File: src/hdl/ihg_pkg.sv
`default_nettype none
package ihg_pkg;

  localparam int unsigned HdrBytes = 20;
  localparam int unsigned CntW     = $clog2(HdrBytes);
  localparam int unsigned CfgIdxW  = 1;
  localparam int unsigned CfgDataW = 4;
  localparam int unsigned QDepth   = 2;
  localparam int unsigned QPtrW    = $clog2(QDepth);

  localparam logic [CfgDataW-1:0] VersionRst  = 4'd4;
  localparam logic [CfgDataW-1:0] HdrWordsRst = 4'd5;

  // header byte positions
  localparam logic [CntW-1:0] LastPos = CntW'(HdrBytes - 1);
  localparam int unsigned     CksHiPos = 10;
  localparam int unsigned     CksLoPos = 11;

  typedef enum logic [CfgIdxW-1:0] {
    CFG_IP_VERSION   = 1'b0,
    CFG_HEADER_WORDS = 1'b1
  } cfg_idx_e;

  // byte 0 sits at index 0
  typedef logic [HdrBytes-1:0][7:0] hdr_t;

  typedef struct packed {
    logic valid;
    logic ready;
  } q_hs_t;

endpackage
`default_nettype wire

File: src/hdl/ihg_intf.sv
`default_nettype none
interface ihg_in_if;
  logic        valid;
  logic        ready;
  logic [7:0]  type_of_service;
  logic [15:0] total_length;
  logic [15:0] identification;
  logic [2:0]  frag_flags;
  logic [12:0] fragment_offset;
  logic [7:0]  time_to_live;
  logic [7:0]  protocol_number;
  logic [31:0] source_address;
  logic [31:0] destination_address;

  modport source (
    output valid, type_of_service, total_length, identification, frag_flags,
           fragment_offset, time_to_live, protocol_number, source_address,
           destination_address,
    input  ready
  );
  modport sink (
    input  valid, type_of_service, total_length, identification, frag_flags,
           fragment_offset, time_to_live, protocol_number, source_address,
           destination_address,
    output ready
  );
endinterface

interface ihg_out_if;
  logic       valid;
  logic       ready;
  logic [7:0] header_byte;
  logic       last_byte;

  modport source (output valid, header_byte, last_byte, input ready);
  modport sink (input valid, header_byte, last_byte, output ready);
endinterface
`default_nettype wire

File: src/hdl/ihg_front.sv
`default_nettype none
module ihg_front (
  input  wire logic          clk_i,
  input  wire logic          rst_ni,
  input  wire logic          cfg_we_i,
  input  wire logic [ihg_pkg::CfgIdxW-1:0]  cfg_idx_i,
  input  wire logic [ihg_pkg::CfgDataW-1:0] cfg_data_i,
  ihg_in_if.sink             in_i,
  output ihg_pkg::q_hs_t     push_o,
  input  wire logic          push_ready_i,
  output ihg_pkg::hdr_t      push_data_o
);
  import ihg_pkg::*;

  logic [CfgDataW-1:0] version_q, words_q;
  logic                valid_q, valid_d;
  hdr_t                hdr_q, hdr_new;
  logic [18:0]         psum_a_q, psum_b_q, psum_a_d, psum_b_d;
  logic [19:0]         sum;
  logic [16:0]         fold1;
  logic [15:0]         fold2;
  logic [15:0]         cks;
  logic                take;

  always_ff @(posedge clk_i or negedge rst_ni) begin
    if (!rst_ni) begin
      version_q <= VersionRst;
      words_q   <= HdrWordsRst;
    end else if (cfg_we_i) begin
      case (cfg_idx_e'(cfg_idx_i))
        CFG_IP_VERSION:   version_q <= cfg_data_i;
        CFG_HEADER_WORDS: words_q   <= cfg_data_i;
        default: ;
      endcase
    end
  end

  always_comb begin
    hdr_new     = '0;
    hdr_new[0]  = {version_q, words_q};
    hdr_new[1]  = in_i.type_of_service;
    hdr_new[2]  = in_i.total_length[15:8];
    hdr_new[3]  = in_i.total_length[7:0];
    hdr_new[4]  = in_i.identification[15:8];
    hdr_new[5]  = in_i.identification[7:0];
    hdr_new[6]  = {in_i.frag_flags, in_i.fragment_offset[12:8]};
    hdr_new[7]  = in_i.fragment_offset[7:0];
    hdr_new[8]  = in_i.time_to_live;
    hdr_new[9]  = in_i.protocol_number;
    hdr_new[12] = in_i.source_address[31:24];
    hdr_new[13] = in_i.source_address[23:16];
    hdr_new[14] = in_i.source_address[15:8];
    hdr_new[15] = in_i.source_address[7:0];
    hdr_new[16] = in_i.destination_address[31:24];
    hdr_new[17] = in_i.destination_address[23:16];
    hdr_new[18] = in_i.destination_address[15:8];
    hdr_new[19] = in_i.destination_address[7:0];
  end

  // split the word sum in two halves of five words each
  always_comb begin
    psum_a_d = '0;
    psum_b_d = '0;
    for (int i = 0; i < 5; i++) begin
      psum_a_d = psum_a_d + 19'({hdr_new[2*i], hdr_new[2*i+1]});
      psum_b_d = psum_b_d + 19'({hdr_new[10+2*i], hdr_new[11+2*i]});
    end
  end

  assign take     = in_i.valid && in_i.ready;
  assign in_i.ready = !valid_q || push_ready_i;

  always_comb begin
    valid_d = valid_q;
    if (take) begin
      valid_d = 1'b1;
    end else if (push_ready_i) begin
      valid_d = 1'b0;
    end
  end

  always_ff @(posedge clk_i or negedge rst_ni) begin
    if (!rst_ni) begin
      valid_q <= 1'b0;
    end else begin
      valid_q <= valid_d;
    end
  end

  always_ff @(posedge clk_i) begin
    if (take) begin
      hdr_q    <= hdr_new;
      psum_a_q <= psum_a_d;
      psum_b_q <= psum_b_d;
    end
  end

  // fold carries twice, then complement
  assign sum   = 20'(psum_a_q) + 20'(psum_b_q);
  assign fold1 = 17'(sum[15:0]) + 17'(sum[19:16]);
  assign fold2 = fold1[15:0] + 16'(fold1[16]);
  assign cks   = ~fold2;

  always_comb begin
    push_data_o           = hdr_q;
    push_data_o[CksHiPos] = cks[15:8];
    push_data_o[CksLoPos] = cks[7:0];
  end

  assign push_o.valid = valid_q;
  assign push_o.ready = push_ready_i;

endmodule
`default_nettype wire

File: src/hdl/ihg_queue.sv
`default_nettype none
module ihg_queue (
  input  wire logic           clk_i,
  input  wire logic           rst_ni,
  input  ihg_pkg::q_hs_t      push_i,
  output logic                push_ready_o,
  input  ihg_pkg::hdr_t       push_data_i,
  output logic                pop_valid_o,
  input  wire logic           pop_ready_i,
  output ihg_pkg::hdr_t       pop_data_o
);
  import ihg_pkg::*;

  hdr_t               mem_q [QDepth];
  logic [QPtrW-1:0]   wr_q, rd_q;
  logic [QPtrW:0]     cnt_q, cnt_d;
  logic               wr, rd;

  assign push_ready_o = (cnt_q != (QPtrW+1)'(QDepth));
  assign pop_valid_o  = (cnt_q != '0);
  assign wr = push_i.valid && push_ready_o;
  assign rd = pop_valid_o && pop_ready_i;
  assign pop_data_o = mem_q[rd_q];

  always_comb begin
    cnt_d = cnt_q;
    if (wr && !rd) begin
      cnt_d = cnt_q + 1'b1;
    end else if (rd && !wr) begin
      cnt_d = cnt_q - 1'b1;
    end
  end

  always_ff @(posedge clk_i or negedge rst_ni) begin
    if (!rst_ni) begin
      wr_q  <= '0;
      rd_q  <= '0;
      cnt_q <= '0;
    end else begin
      cnt_q <= cnt_d;
      if (wr) begin
        wr_q <= wr_q + 1'b1;
      end
      if (rd) begin
        rd_q <= rd_q + 1'b1;
      end
    end
  end

  always_ff @(posedge clk_i) begin
    if (wr) begin
      mem_q[wr_q] <= push_data_i;
    end
  end

endmodule
`default_nettype wire

File: src/hdl/ihg_back.sv
`default_nettype none
module ihg_back (
  input  wire logic         clk_i,
  input  wire logic         rst_ni,
  input  wire logic         pop_valid_i,
  output logic              pop_ready_o,
  input  ihg_pkg::hdr_t     pop_data_i,
  ihg_out_if.source         out_o
);
  import ihg_pkg::*;

  logic [CntW-1:0] pos_q, pos_d;
  logic            valid_q, valid_d;
  logic [7:0]      byte_q;
  logic            last_q;
  logic            load, at_last;

  assign load    = pop_valid_i && (!valid_q || out_o.ready);
  assign at_last = (pos_q == LastPos);
  // release the queue entry with its final byte
  assign pop_ready_o = load && at_last;

  always_comb begin
    pos_d = pos_q;
    if (load) begin
      pos_d = at_last ? '0 : pos_q + 1'b1;
    end
  end

  always_comb begin
    valid_d = valid_q;
    if (load) begin
      valid_d = 1'b1;
    end else if (out_o.ready) begin
      valid_d = 1'b0;
    end
  end

  always_ff @(posedge clk_i or negedge rst_ni) begin
    if (!rst_ni) begin
      pos_q   <= '0;
      valid_q <= 1'b0;
    end else begin
      pos_q   <= pos_d;
      valid_q <= valid_d;
    end
  end

  always_ff @(posedge clk_i) begin
    if (load) begin
      byte_q <= pop_data_i[pos_q];
      last_q <= at_last;
    end
  end

  assign out_o.valid       = valid_q;
  assign out_o.header_byte = byte_q;
  assign out_o.last_byte   = last_q;

endmodule
`default_nettype wire

File: src/hdl/ipv4_header_generator.sv
// Channel   Dir  Width  Contents
// in_i      in   136    per-packet IPv4 fields, one header request per item
// out_o     out  9      header_byte (8) and last_byte, 20 items per request
// cfg       in   1+4    ip_version (index 0), header_words (index 1)
//
// Each request yields 20 bytes, one per cycle while out_o is ready; the byte
// serializer bounds the request rate. With the queue empty, the first byte
// goes through the capture stage, a queue entry and the byte register. Up to
// four requests are held (capture stage, a two-entry queue and the one whose
// final byte waits on out_o). Reset is asynchronous, active low; a stall on
// out_o holds the current byte and backs up into the queue and in_i.
`default_nettype none
module ipv4_header_generator (
  input  wire logic clk_i,
  input  wire logic rst_ni,
  input  wire logic cfg_we_i,
  input  wire logic [ihg_pkg::CfgIdxW-1:0]  cfg_idx_i,
  input  wire logic [ihg_pkg::CfgDataW-1:0] cfg_data_i,
  ihg_in_if.sink    in_i,
  ihg_out_if.source out_o
);
  import ihg_pkg::*;

  q_hs_t push;
  logic  push_ready;
  hdr_t  push_data;
  logic  pop_valid, pop_ready;
  hdr_t  pop_data;

  ihg_front u_front (
    .clk_i        (clk_i),
    .rst_ni       (rst_ni),
    .cfg_we_i     (cfg_we_i),
    .cfg_idx_i    (cfg_idx_i),
    .cfg_data_i   (cfg_data_i),
    .in_i         (in_i),
    .push_o       (push),
    .push_ready_i (push_ready),
    .push_data_o  (push_data)
  );

  ihg_queue u_queue (
    .clk_i        (clk_i),
    .rst_ni       (rst_ni),
    .push_i       (push),
    .push_ready_o (push_ready),
    .push_data_i  (push_data),
    .pop_valid_o  (pop_valid),
    .pop_ready_i  (pop_ready),
    .pop_data_o   (pop_data)
  );

  ihg_back u_back (
    .clk_i       (clk_i),
    .rst_ni      (rst_ni),
    .pop_valid_i (pop_valid),
    .pop_ready_o (pop_ready),
    .pop_data_i  (pop_data),
    .out_o       (out_o)
  );

endmodule
`default_nettype wire

File: src/flat_wrapper.sv
// flat-port wrapper written by rule: the top's interface ports become plain ports
module ipv4_header_generator_flat import ihg_pkg::*;
  (clk_i, rst_ni, cfg_we_i, cfg_idx_i, cfg_data_i, in_i_valid, in_i_type_of_service, in_i_total_length, in_i_identification, in_i_frag_flags, in_i_fragment_offset, in_i_time_to_live, in_i_protocol_number, in_i_source_address, in_i_destination_address, in_i_ready, out_o_valid, out_o_header_byte, out_o_last_byte, out_o_ready);
  ihg_in_if in_i_i ();
  ihg_out_if out_o_i ();
  input  wire logic clk_i;
  input  wire logic rst_ni;
  input  wire logic cfg_we_i;
  input  wire logic [ihg_pkg::CfgIdxW-1:0] cfg_idx_i;
  input  wire logic [ihg_pkg::CfgDataW-1:0] cfg_data_i;
  input wire logic [$bits(in_i_i.valid)-1:0] in_i_valid;
  input wire logic [$bits(in_i_i.type_of_service)-1:0] in_i_type_of_service;
  input wire logic [$bits(in_i_i.total_length)-1:0] in_i_total_length;
  input wire logic [$bits(in_i_i.identification)-1:0] in_i_identification;
  input wire logic [$bits(in_i_i.frag_flags)-1:0] in_i_frag_flags;
  input wire logic [$bits(in_i_i.fragment_offset)-1:0] in_i_fragment_offset;
  input wire logic [$bits(in_i_i.time_to_live)-1:0] in_i_time_to_live;
  input wire logic [$bits(in_i_i.protocol_number)-1:0] in_i_protocol_number;
  input wire logic [$bits(in_i_i.source_address)-1:0] in_i_source_address;
  input wire logic [$bits(in_i_i.destination_address)-1:0] in_i_destination_address;
  output wire logic [$bits(in_i_i.ready)-1:0] in_i_ready;
  output wire logic [$bits(out_o_i.valid)-1:0] out_o_valid;
  output wire logic [$bits(out_o_i.header_byte)-1:0] out_o_header_byte;
  output wire logic [$bits(out_o_i.last_byte)-1:0] out_o_last_byte;
  input wire logic [$bits(out_o_i.ready)-1:0] out_o_ready;
  assign in_i_i.valid = in_i_valid;
  assign in_i_i.type_of_service = in_i_type_of_service;
  assign in_i_i.total_length = in_i_total_length;
  assign in_i_i.identification = in_i_identification;
  assign in_i_i.frag_flags = in_i_frag_flags;
  assign in_i_i.fragment_offset = in_i_fragment_offset;
  assign in_i_i.time_to_live = in_i_time_to_live;
  assign in_i_i.protocol_number = in_i_protocol_number;
  assign in_i_i.source_address = in_i_source_address;
  assign in_i_i.destination_address = in_i_destination_address;
  assign in_i_ready = in_i_i.ready;
  assign out_o_valid = out_o_i.valid;
  assign out_o_header_byte = out_o_i.header_byte;
  assign out_o_last_byte = out_o_i.last_byte;
  assign out_o_i.ready = out_o_ready;
  ipv4_header_generator u_core (.clk_i(clk_i), .rst_ni(rst_ni), .cfg_we_i(cfg_we_i), .cfg_idx_i(cfg_idx_i), .cfg_data_i(cfg_data_i), .in_i(in_i_i), .out_o(out_o_i));
endmodule
File: config.mk
export PLATFORM = sky130hd
export DESIGN_NAME = ipv4_header_generator_flat
export DESIGN_NICKNAME = d
export VERILOG_FILES = /design/src/hdl/ihg_pkg.sv /design/src/hdl/ihg_intf.sv /design/src/hdl/ihg_front.sv /design/src/hdl/ihg_queue.sv /design/src/hdl/ihg_back.sv /design/src/hdl/ipv4_header_generator.sv /design/src/flat_wrapper.sv
export SDC_FILE = /design/constraint.sdc
export NUM_CORES = 1
export LEC_CHECK = 0
export BUFFER_PORTS_ARGS = -buffer_cell sky130_fd_sc_hd__buf_2
export CORE_MARGIN = 10
export CORE_UTILIZATION = 48
export DETAILED_ROUTE_END_ITERATION = 8
export PLACE_DENSITY = 0.67
export SKIP_CTS_REPAIR_TIMING = 1
export SLEW_MARGIN = 15
export SYNTH_ARGS = -nofsm -noshare
export SYNTH_HDL_FRONTEND = slang
export SYNTH_SLANG_ARGS = --single-unit
File: constraint.sdc
create_clock -name clk_i -period 7.4 [get_ports clk_i]
set_input_delay 0.74 -clock clk_i [delete_from_list [all_inputs] [get_ports clk_i]]
set_output_delay 0.74 -clock clk_i [all_outputs]
set_load 0.02 [all_outputs]
==> qor.yml, run 1 <==
run_status: "complete, no violations"
cts_buffer_depth: 3
grt-ovfl-total: 0
drv_cap: 0
gp_congestion: 0.8409
initial_core_util: 0.4872
chipHeight_um: 240.4
final_nets: 1704
cp_slowest_stage_delay_ns: 0.39
io_buffers: 156
crit_family: "simple AND/OR/NAND/NOR gates"
synth_fp_nets: 1516
drtAntennaViolNets: 0
leakagePower_nw: 9.524
wire_per_inst_um: 24.92
hold_viol: 0
ios: 157
drive_above_1_share: 0.2717
setup_tns_ns: 0
max_freq_mhz: 164.4
grt_max_degree: 161
finClkSkew_ns: 0.02841
post-route-util: 0.5595
netlist_area_sq_um: 23310
clock_sinks: 529
cp-start-kind: "register"
seq_area_frac_synth: 0.6775
cts_tree: "built"
die_area_sq_um: 57780
drtIter0Drc: 1034
root_buffer: "clkbuf_16"
rsz0062_at_grt: "no"
crit_path_max_fanout: 6
area_delta_synth_final_pct: 14.84
setup_viol: 0
avgSynthCellArea_sq_um: 19.00
maxSlewHeadroom: 0.3120
timing.rr.end: "u_core.u_queue.mem_q[1][87]"
chipWidth_um: 240.4
routed_wl_um: 51730
peakVddDrop_mv: 0.2919
ys.flop_type: "edfxtp_1"
holdCritPathClass: "in2async"
layout_min_cycle_time_ns: 6.083
avgViaCountPerCell: 5.677
p_total_mw: 13.06
cts_buffers: 54
crit_path_frequent_cell: "ha_1"
rows: 80
power.density_nw_per_um2: 487.9
grt_pass1_vias: 12248
r2r-start: "u_core.u_front.psum_b_q[0]"
worstMarginPinSlew_ns: 1.032
worst-setup-path-type: "reg2reg"
grt_antenna_before_repair: 1
crit_path_end_kind: "register"
clk_pin_slew_worst_paths_ns: 0.06
grt.total_usage: 0.1817
clock_latency_ns: 0.61
fin_crit_sh: 0.8221
async_flop_share: 0.03592
slew_violations: 0
startpoint: "u_core.u_front.psum_b_q[0]"
worst_ep_required_time_ns: 7.74
drc: 0
num_antenna_cells: 0
synth_cell_type_count: 77
cpMaxStageDelayCell: "fa_1"
dpl.hpwl_um: 36840
synth_edf_count: 510
first_pass_iters: 4
htree_num_levels: 2
r2r_slack_ns: 1.32
crit_buf_inv: 2
arrival_ns: 6.42
grt_pass1_wl_um: 76650
coreArea_sq_um: 47850
vias: 11785
ff2ff_path_depth: 28
synth_warnings: 0
synth_cells: 1227
synth_seq_cells: 529
## worst max-delay path by stage
stage,to,slack [ns],cells after the start
2_1_floorplan,u_core.u_queue.mem_q[0][87],1.91,28
6_report,u_core.u_queue.mem_q[1][87],1.32,28
4_1_cts,u_core.u_queue.mem_q[1][87],1.33,28
5_1_grt,u_core.u_queue.mem_q[1][87],0.86,28
3_3_place_gp,u_core.u_queue.mem_q[0][87],1.52,28
3_5_place_dp,u_core.u_queue.mem_q[0][82],1.36,29
## flip-flops by register name, summed over array words and instances, names as in the netlist
signal and flops:
u_core.u_back.pos_q 5, u_core.u_front.psum_b_q 18, u_core.u_front.psum_a_q 19, u_core.u_front.words_q 4
u_core.u_queue.wr_q 1, u_core.u_queue.cnt_q 2, u_core.u_front.valid_q 1, u_core.u_queue.rd_q 1
u_core.u_back.out_o.header_byte 8, u_core.u_queue.mem_q 320, u_core.u_back.out_o.last_byte 1, u_core.u_back.out_o.valid 1
u_core.u_front.version_q 4, u_core.u_front.push_data_o 144
## Yosys cell counts (4+ instances only)
master / number / area (sq um)
a21boi_0: 5 / 37.54
dfrtp_1: 16 / 400.4
edfxtp_1: 510 / 15310
nor2_1: 35 / 131.4
fa_1: 81 / 1622
mux2_2: 17 / 191.4
xor2_1: 18 / 157.7
nand2_1: 38 / 142.6
nor3_1: 12 / 60.06
a21o_1: 20 / 150.1
and2_1: 7 / 43.79
ha_1: 62 / 775.7
a221oi_1: 8 / 70.07
nand2b_1: 9 / 56.30
buf_1: 9 / 33.78
o21bai_1: 5 / 37.54
and3_1: 12 / 75.07
xnor2_1: 42 / 367.9
a31oi_1: 7 / 43.79
clkbuf_1: 21 / 78.83
o21ai_0: 18 / 90.09
inv_1: 42 / 157.7
or3_1: 5 / 31.28
nand4_1: 4 / 25.02
nor2b_1: 11 / 68.82
nand3_1: 15 / 75.07
mux4_2: 96 / 2162
a21oi_1: 34 / 170.2
## through the flow
stage / cell area, sq um / instances / hold WS [ns] / setup slack (ns)
floorplan: 23310 / 1227 / 0.4215 / 1.911
global placement: 24850 / 1974 / 0.4226 / 1.522
detailed placement: 24850 / 1974 / 0.4296 / 1.356
CTS: 26770 / 2076 / 0.08368 / 1.329
global route: 26770 / 2076 / 0.1104 / 0.8628
finish: 26770 / 2076 / 0.1009 / 1.317
## power breakdown
part           switching (mW)  total (mW)  internal [mW]
logic                    3.03        5.14           2.11
clock network            1.11        2.89           1.78
registers               0.415        5.02           4.61
total                    4.55        13.1           8.51
## kinds of logic (layout without fill, tap and decap cells)
logic type / count (synthesis) / in the layout / share of synthesized area
muxes: 114 / 114 / 0.1014
adders and majority gates: 143 / 143 / 0.1028
xor gates and xnor gates: 62 / 62 / 0.02394
DFF: 529 / 529 / 0.6775
AOI/OAI and AO/OA: 137 / 137 / 0.04332
buffers and inverters: 75 / 309 / 0.01218
and+or+nand+nor: 167 / 167 / 0.03881
## routing by layer
metal  wire length, um  global-route usage
met1             21380              0.2346
met2             26240              0.3066
met3              2673             0.03412
met4              1424             0.05809
met5                13                   0
## worst register-to-register path, delay by kind of cell (launching register included)
kind | cells | cell delay, ns
AO/OA/AOI/OAI | 7 | 1.47
XOR/XNOR | 2 | 0.29
adder cells (fa/ha/maj) | 5 | 1.36
buffers and inverters | 2 | 0.12
flip-flops | 1 | 0.33
AND/OR/NAND/NOR | 12 | 2.24
## cells in the final DEF, fill, tap and decap left out, types with 4 or more instances in the layout
cell type / synthesis / layout
ha_1: 62 / 62
clkbuf_16: 0 / 54
dfrtp_1: 16 / 14
a31oi_1: 7 / 7
clkbuf_1: 21 / 13
and3_1: 12 / 11
nor2_1: 35 / 34
mux4_2: 96 / 96
buf_2: 1 / 156
o21bai_1: 5 / 5
clkinv_2: 0 / 7
nand2b_1: 9 / 9
mux2_2: 17 / 17
inv_1: 42 / 42
a21o_1: 20 / 20
xnor2_1: 42 / 42
nand4_1: 4 / 4
bufinv_16: 0 / 11
o21ai_0: 18 / 18
clkinv_1: 1 / 5
a221oi_1: 8 / 8
nand3_1: 15 / 15
clkbuf_8: 0 / 5
nor3_1: 12 / 12
buf_4: 0 / 6
nor2b_1: 11 / 11
a21oi_1: 34 / 34
a21boi_0: 5 / 5
and2_1: 7 / 6
or3_1: 5 / 5
edfxtp_1: 510 / 510
xor2_1: 18 / 18
fa_1: 81 / 81
nand2_1: 38 / 38
## area by class of cell
| cell class | instances | area, sq um |
|---|---|---|
| Clock inverter | 30 | 454.2 |
| Sequential cell | 529 | 15800 |
| Clock buffer | 72 | 1469 |
| Tap cell | 615 | 769.5 |
| Multi-Input combinational cell | 623 | 7248 |
| Inverter | 43 | 161.4 |
| Timing Repair Buffer | 164 | 865.8 |
| Fill cell | 3624 | 21080 |
Power figures use the tool's default switching activity.
==> run 2, diff against run 1 <==
PLACE_DENSITY = 0.65   (was 0.67)
clock period = 5.85 ns   (was 7.4 ns; I/O delays follow)
==> run 2 against run 1 <==
Critical path depth stayed put. Sequential power increased by 27%. Hold slack improved by 0.090 ns. Clock power up 21%. Clock skew shrank 0.0049 ns. Combinational power grew 29%. Wire length increased by 0.33%. Worst setup slack got worse by 1.1 ns. First-iteration DRC count up 2.8%. Highest routed layer is now met4. Sequential share of layout area is essentially flat. Non-clock buffer count increased by 7.
==> qor.yml, run 2 (synthesized netlist as in run 1, its figures left out) <==
clk_pin_slew_worst_paths_ns: 0.06  # about the same
die_area_sq_um: 57780  # unchanged
root_buffer: "clkbuf_16"  # unchanged
multiInputGateArea_sq_um: 7300  # was 7248 sq um
ios: 157  # unchanged
cpMaxStageDelayCell: "fa_1"  # unchanged
cts_buffers: 53  # was 54
clock_sinks: 529  # unchanged
r2r-start: "u_core.u_front.psum_b_q[0]"  # unchanged
vias: 11718  # was 11785
crit_path_end_kind: "register"  # unchanged
timing.rr.end: "u_core.u_queue.mem_q[0][87]"  # was u_core.u_queue.mem_q[1][87]
cp_slowest_stage_delay_ns: 0.39  # about the same
fin_ws_ns: 0.2028  # was 1.317 ns
r2r_slack_ns: 0.20  # was 1.32 ns
fin_crit_sh: 0.9653  # was 0.8221
ff2ff_path_depth: 28  # unchanged
p_int_mw: 10.70  # was 8.507 mW
cp-start-kind: "register"  # unchanged
grt_max_degree: 181  # was 161
wire_per_inst_um: 24.94  # was 24.92 um
grt_pass1_vias: 12469  # was 12248
worstMarginPinSlew_ns: 1.054  # was 1.032 ns
swShare: 0.3514  # was 0.3487
arrival_ns: 5.98  # was 6.42 ns
crit_path_max_fanout: 3  # was 6
grt.total_usage: 0.1835  # was 0.1817
seq_area_sq_um: 15800  # unchanged
largest_reg_flops: 320  # unchanged
drc: 0  # unchanged
gp_congestion: 0.8770  # was 0.8409
holdCritPathClass: "in2reg"  # was in2async
first_pass_iters: 5  # was 4
area_delta_synth_final_pct: 14.92  # was 14.84%
final_cell_mix: "edfxtp_1 (510), buf_2 (156), mux4_2 (96)"  # unchanged
finClkSkew_ns: 0.02350  # was 0.02841 ns
io_buffers: 156  # unchanged
avgViaCountPerCell: 5.631  # was 5.677
slew_violations: 0  # unchanged
comb_power_share: 0.403  # was 0.394
place_area_sq_um: 24890  # was 24850 sq um
preCtsSetupSlack_ns: -0.06303  # was 1.356 ns
chipWidth_um: 240.4  # unchanged
setup_viol: 0  # unchanged
worst-setup-path-type: "reg2reg"  # unchanged
fin_hold_ws_ns: 0.1912  # was 0.1009 ns
cts_buffer_depth: 3  # unchanged
htree_num_levels: 2  # unchanged
run_status: "complete, no violations"  # unchanged
max_freq_mhz: 177.1  # was 164.4 MHz
cts_tree: "built"  # unchanged
p_clk_frac: 0.211  # was 0.222
peakVddDrop_mv: 0.3921  # was 0.2919 mV
final_area_sq_um: 26790  # was 26770 sq um
grt_pass1_wl_um: 77830  # was 76650 um
worst_ep_required_time_ns: 6.18  # was 7.74 ns
regMostFlops: "u_core.u_queue.mem_q"  # unchanged
drv_cap: 0  # unchanged
chipHeight_um: 240.4  # unchanged
mostFrequentLayoutCell: "edfxtp_1"  # unchanged
routed_wl_um: 51900  # was 51730 um
grt_antenna_before_repair: 0  # was 1
final_nets: 1710  # was 1704
clock_latency_ns: 0.60  # was 0.61 ns
drtIter0Drc: 1063  # was 1034
nFillCells: 3667  # was 3624
grt-ovfl-total: 0  # unchanged
coreArea_sq_um: 47850  # unchanged
hold_depth: 1
rows: 80  # unchanged
hp-start: "in_i_identification[10]"
power.density_nw_per_um2: 615.7  # was 487.9 nW/um^2
drtAntennaViolNets: 0  # unchanged
maxSlewHeadroom: 0.2973  # was 0.3120
num_antenna_cells: 0  # unchanged
switchingPower_mw: 5.797  # was 4.555 mW
hold_viol: 0  # unchanged
drive_above_1_share: 0.2763  # was 0.2717
dp.cells: 1977  # was 1974
dpl.hpwl_um: 36530  # was 36840 um
seqPwrFrac: 0.386  # was 0.385
initial_core_util: 0.4872  # unchanged
whs_endpoint: "u_core.u_front.push_data_o[34]"
stdcell_count: 2081  # was 2076
layout_min_cycle_time_ns: 5.647  # was 6.083 ns
leakagePower_nw: 9.522  # was 9.524 nW
post-route-util: 0.5599  # was 0.5595
run 2: worst max path at each step:
stage                                from                          end  slack, ns
2_1_floorplan  u_core.u_front.psum_a_q[0]  u_core.u_queue.mem_q[0][87]       0.36
3_5_place_dp   u_core.u_front.psum_b_q[0]  u_core.u_queue.mem_q[1][84]      -0.06
6_report       u_core.u_front.psum_b_q[0]  u_core.u_queue.mem_q[0][87]       0.20
4_1_cts        u_core.u_front.psum_b_q[0]  u_core.u_queue.mem_q[1][84]       -0.1
5_1_grt        u_core.u_front.psum_a_q[4]  u_core.u_queue.mem_q[0][87]      -0.08
3_3_place_gp   u_core.u_front.psum_a_q[0]  u_core.u_queue.mem_q[0][87]       0.18
run 2: worst max-delay path, delay by kind of cell (launching register included):
family                   cells  cell delay, ns
AND/OR/NAND/NOR             12            2.01
AO/OA/AOI/OAI                7            1.31
adder cells (fa/ha/maj)      5            1.30
flip-flops                   1            0.33
XOR/XNOR                     2            0.31
buffers and inverters        2            0.11
run 2: area by class of cell:
cell class | instances | share of cell area
Clock buffer | 74 | 0.05432
Clock inverter | 26 | 0.01331
Inverter | 43 | 0.006025
Multi-Input combinational cell | 623 | 0.2725
Sequential cell | 529 | 0.5898
Tap cell | 615 | 0.02872
Timing Repair Buffer | 171 | 0.03531
run 2: metal layers:
layer / wire length [um] / global-route usage / vias to the layer above / share of wire
met5: 0 / 0 / - / 0
met4: 1380 / 0.05598 / 0 / 0.027
met3: 3067 / 0.03698 / 74 / 0.059
met2: 25520 / 0.2990 / 340 / 0.49
met1: 21930 / 0.2455 / 6068 / 0.42
li1: - / - / 5236 / -
run 2: through the flow:
stage / TNS [ns] / power (mW)
floorplan: 0 / 11.04
global placement: 0 / 12.85
detailed placement: -0.2895 / 12.98
CTS: -0.6643 / 16.52
global route: -0.3345 / 17.41
finish: 0 / 16.49
run 2: power by group through the flow:
stage | Clock (mW) | Combinational, mW | Sequential, mW
global placement | 0 | 6.45 | 6.39
detailed placement | 0 | 6.53 | 6.45
CTS | 3.56 | 6.57 | 6.38
floorplan | 0 | 4.76 | 6.28
global route | 3.72 | 7.22 | 6.48
finish | 3.49 | 6.64 | 6.36
==> run 3, diff against run 2 <==
CORE_UTILIZATION = 40   (was 48)
PLACE_DENSITY = 0.56   (was 0.65)
RECOVER_POWER = 50   (was default)
clock period = 6.1 ns   (was 5.85 ns; I/O delays follow)
==> run 3 against run 2 <==
The run now ends with capacitance limit, slew limit left. Wire length is 6.0% higher. Worst setup slack better by 0.18 ns. Via count is 0.55% higher. Critical path type unchanged. Critical endpoint is now u_core.u_queue.mem_q[1][87]. Highest routed layer unchanged.
==> qor.yml, run 3 (synthesized netlist as in run 1, its figures left out) <==
drc: 0  # unchanged
worstMarginPinSlew_ns: 2.938  # was 1.054 ns
place_area_sq_um: 25070  # was 24890 sq um
wire_per_inst_um: 24.59  # was 24.94 um
vias: 11782  # was 11718
startpoint: "u_core.u_front.psum_a_q[0]"  # was u_core.u_front.psum_b_q[0]
chipWidth_um: 261.4  # was 240.4 um
drive_above_1_share: 0.1754  # was 0.2763
hold_depth: 2  # was 1
peakVddDrop_mv: 0.5110  # was 0.3921 mV
grt-ovfl-total: 0  # unchanged
nFillCells: 4991  # was 3667
cts_tree: "built"  # unchanged
rows: 88  # was 80
crit_path_end_kind: "register"  # unchanged
r2r-start: "u_core.u_front.psum_a_q[0]"  # was u_core.u_front.psum_b_q[0]
area_delta_synth_final_pct: 14.80  # was 14.92%
grt_antenna_before_repair: 0  # unchanged
seqPwrFrac: 0.387  # was 0.386
ios: 157  # unchanged
clock_latency_ns: 0.60  # about the same
clock_sinks: 529  # unchanged
mostFrequentLayoutCell: "edfxtp_1"  # unchanged
p_total_mw: 15.79  # was 16.49 mW
regMostFlops: "u_core.u_queue.mem_q"  # unchanged
grt_pass1_vias: 12436  # was 12469
fin_ws_ns: 0.3855  # was 0.2028 ns
cpMaxStageDelayCell: "a211o_4"  # was fa_1
routed_wl_um: 54990  # was 51900 um
crit_path_frequent_cell: "ha_2"
timing.rr.end: "u_core.u_queue.mem_q[1][87]"  # was u_core.u_queue.mem_q[0][87]
htree_num_levels: 2  # unchanged
cp_slowest_stage_delay_ns: 0.37  # was 0.39 ns
final_cell_mix: "edfxtp_1 (510), clkbuf_1 (161), mux4_2 (96)"  # was edfxtp_1 (510), buf_2 (156), mux4_2 (96)
setup_viol: 0  # unchanged
final_area_sq_um: 26760  # was 26790 sq um
fin_crit_sh: 0.9368  # was 0.9653
crit_path_max_fanout: 4  # was 3
chipHeight_um: 261.4  # was 240.4 um
initial_core_util: 0.4040  # was 0.4872
drv_cap: 1  # was 0
slew_violations: 106  # was 0
finClkSkew_ns: 0.01851  # was 0.02350 ns
hp-start: "in_i_valid"  # was in_i_identification[10]
drtAntennaViolNets: 0  # unchanged
leakagePower_nw: 9.103  # was 9.522 nW
run_status: "complete, but fails checks"  # was complete, no violations
num_antenna_cells: 0  # unchanged
preCtsSetupSlack_ns: -0.007534  # was -0.06303 ns
swShare: 0.3569  # was 0.3514
grt.total_usage: 0.1615  # was 0.1835
avgViaCountPerCell: 5.269  # was 5.631
io_buffers: 156  # unchanged
worst_ep_required_time_ns: 6.43  # was 6.18 ns
p_clk_frac: 0.206  # was 0.211
comb_power_share: 0.407  # was 0.403
cts_buffers: 55  # was 53
coreArea_sq_um: 57700  # was 47850 sq um
p_int_mw: 10.15  # was 10.70 mW
layout_min_cycle_time_ns: 5.715  # was 5.647 ns
grt_max_degree: 161  # was 181
drtIter0Drc: 880  # was 1063
hold_viol: 0  # unchanged
largest_reg_flops: 320  # unchanged
first_pass_iters: 5  # unchanged
die_area_sq_um: 68330  # was 57780 sq um
ff2ff_path_depth: 28  # unchanged
root_buffer: "clkbuf_16"  # unchanged
rsz0062_at_grt: "no"
gp_congestion: 0.8582  # was 0.8770
power.density_nw_per_um2: 590.0  # was 615.7 nW/um^2
failed_checks: "capacitance limit, slew limit"
final_nets: 1716  # was 1710
max_freq_mhz: 175.0  # was 177.1 MHz
r2r_slack_ns: 0.39  # was 0.20 ns
dpl.hpwl_um: 38190  # was 36530 um
switchingPower_mw: 5.636  # was 5.797 mW
arrival_ns: 6.05  # was 5.98 ns
worst-setup-path-type: "reg2reg"  # unchanged
grt_pass1_wl_um: 80710  # was 77830 um
whs_endpoint: "u_core.u_front.valid_q"  # was u_core.u_front.push_data_o[34]
clk_pin_slew_worst_paths_ns: 0.06  # about the same
holdCritPathClass: "in2reg"  # unchanged
maxSlewHeadroom: -0.9585  # was 0.2973
cts_buffer_depth: 3  # unchanged
cp-start-kind: "register"  # unchanged
-- run 3: how the worst max path moves through the flow --
stage,depth (start not counted),endpoint
floorplan,28,u_core.u_queue.mem_q[0][87]
global placement,29,u_core.u_queue.mem_q[0][82]
detailed placement,29,u_core.u_queue.mem_q[1][84]
CTS,29,u_core.u_queue.mem_q[1][84]
global route,28,u_core.u_queue.mem_q[0][87]
finish,28,u_core.u_queue.mem_q[1][87]
-- run 3: power groups by stage --
stage | registers [mW] | logic [mW] | clock network [mW]
after floorplan | 6.02 | 4.57 | 0
after global placement | 6.16 | 6.26 | 0
after detailed placement | 6.20 | 6.33 | 0
after CTS | 6.13 | 6.37 | 3.34
after global routing | 6.22 | 6.98 | 3.50
final | 6.11 | 6.42 | 3.26
-- run 3: final cells by class --
class / instances / area (sq um) / share of cell area
Tap cell: 765 / 957.2 / 0.03577
Sequential cell: 529 / 15800 / 0.5904
Timing Repair Buffer: 175 / 775.7 / 0.02899
Clock inverter: 31 / 275.3 / 0.01029
Multi-Input combinational cell: 623 / 7316 / 0.2734
Inverter: 43 / 161.4 / 0.006031
Clock buffer: 70 / 1475 / 0.05512
-- run 3: per-layer routing --
layer,GRT usage,wire length (um),up-vias
li1,-,-,5251
met1,0.2145,23540,6220
met2,0.2747,28170,254
met3,0.02714,2361,57
met4,0.03725,911,0
met5,0,0,-
-- run 3: metrics by stage --
stage | hold slack [ns] | util | setup TNS [ns] | cells
floorplan | 0.3144 | - | 0 | 1227
global placement | 0.4227 | 0.4346 | 0 | 2126
detailed placement | 0.4290 | 0.4346 | -0.02505 | 2126
CTS | -0.01609 | 0.4649 | -0.3679 | 2227
global route | 0.2012 | 0.4638 | 0 | 2236
finish | 0.2261 | 0.4638 | 0 | 2236
-- run 3: critical path: cells and delay by family, from the launching register on --
kind	cells	cell delay, ns
adder cells (fa/ha/maj)	5	1.28
buffers and inverters	2	0.11
AND/OR/NAND/NOR	12	2.14
XOR/XNOR	2	0.29
flip-flops	1	0.34
AO/OA/AOI/OAI	7	1.30
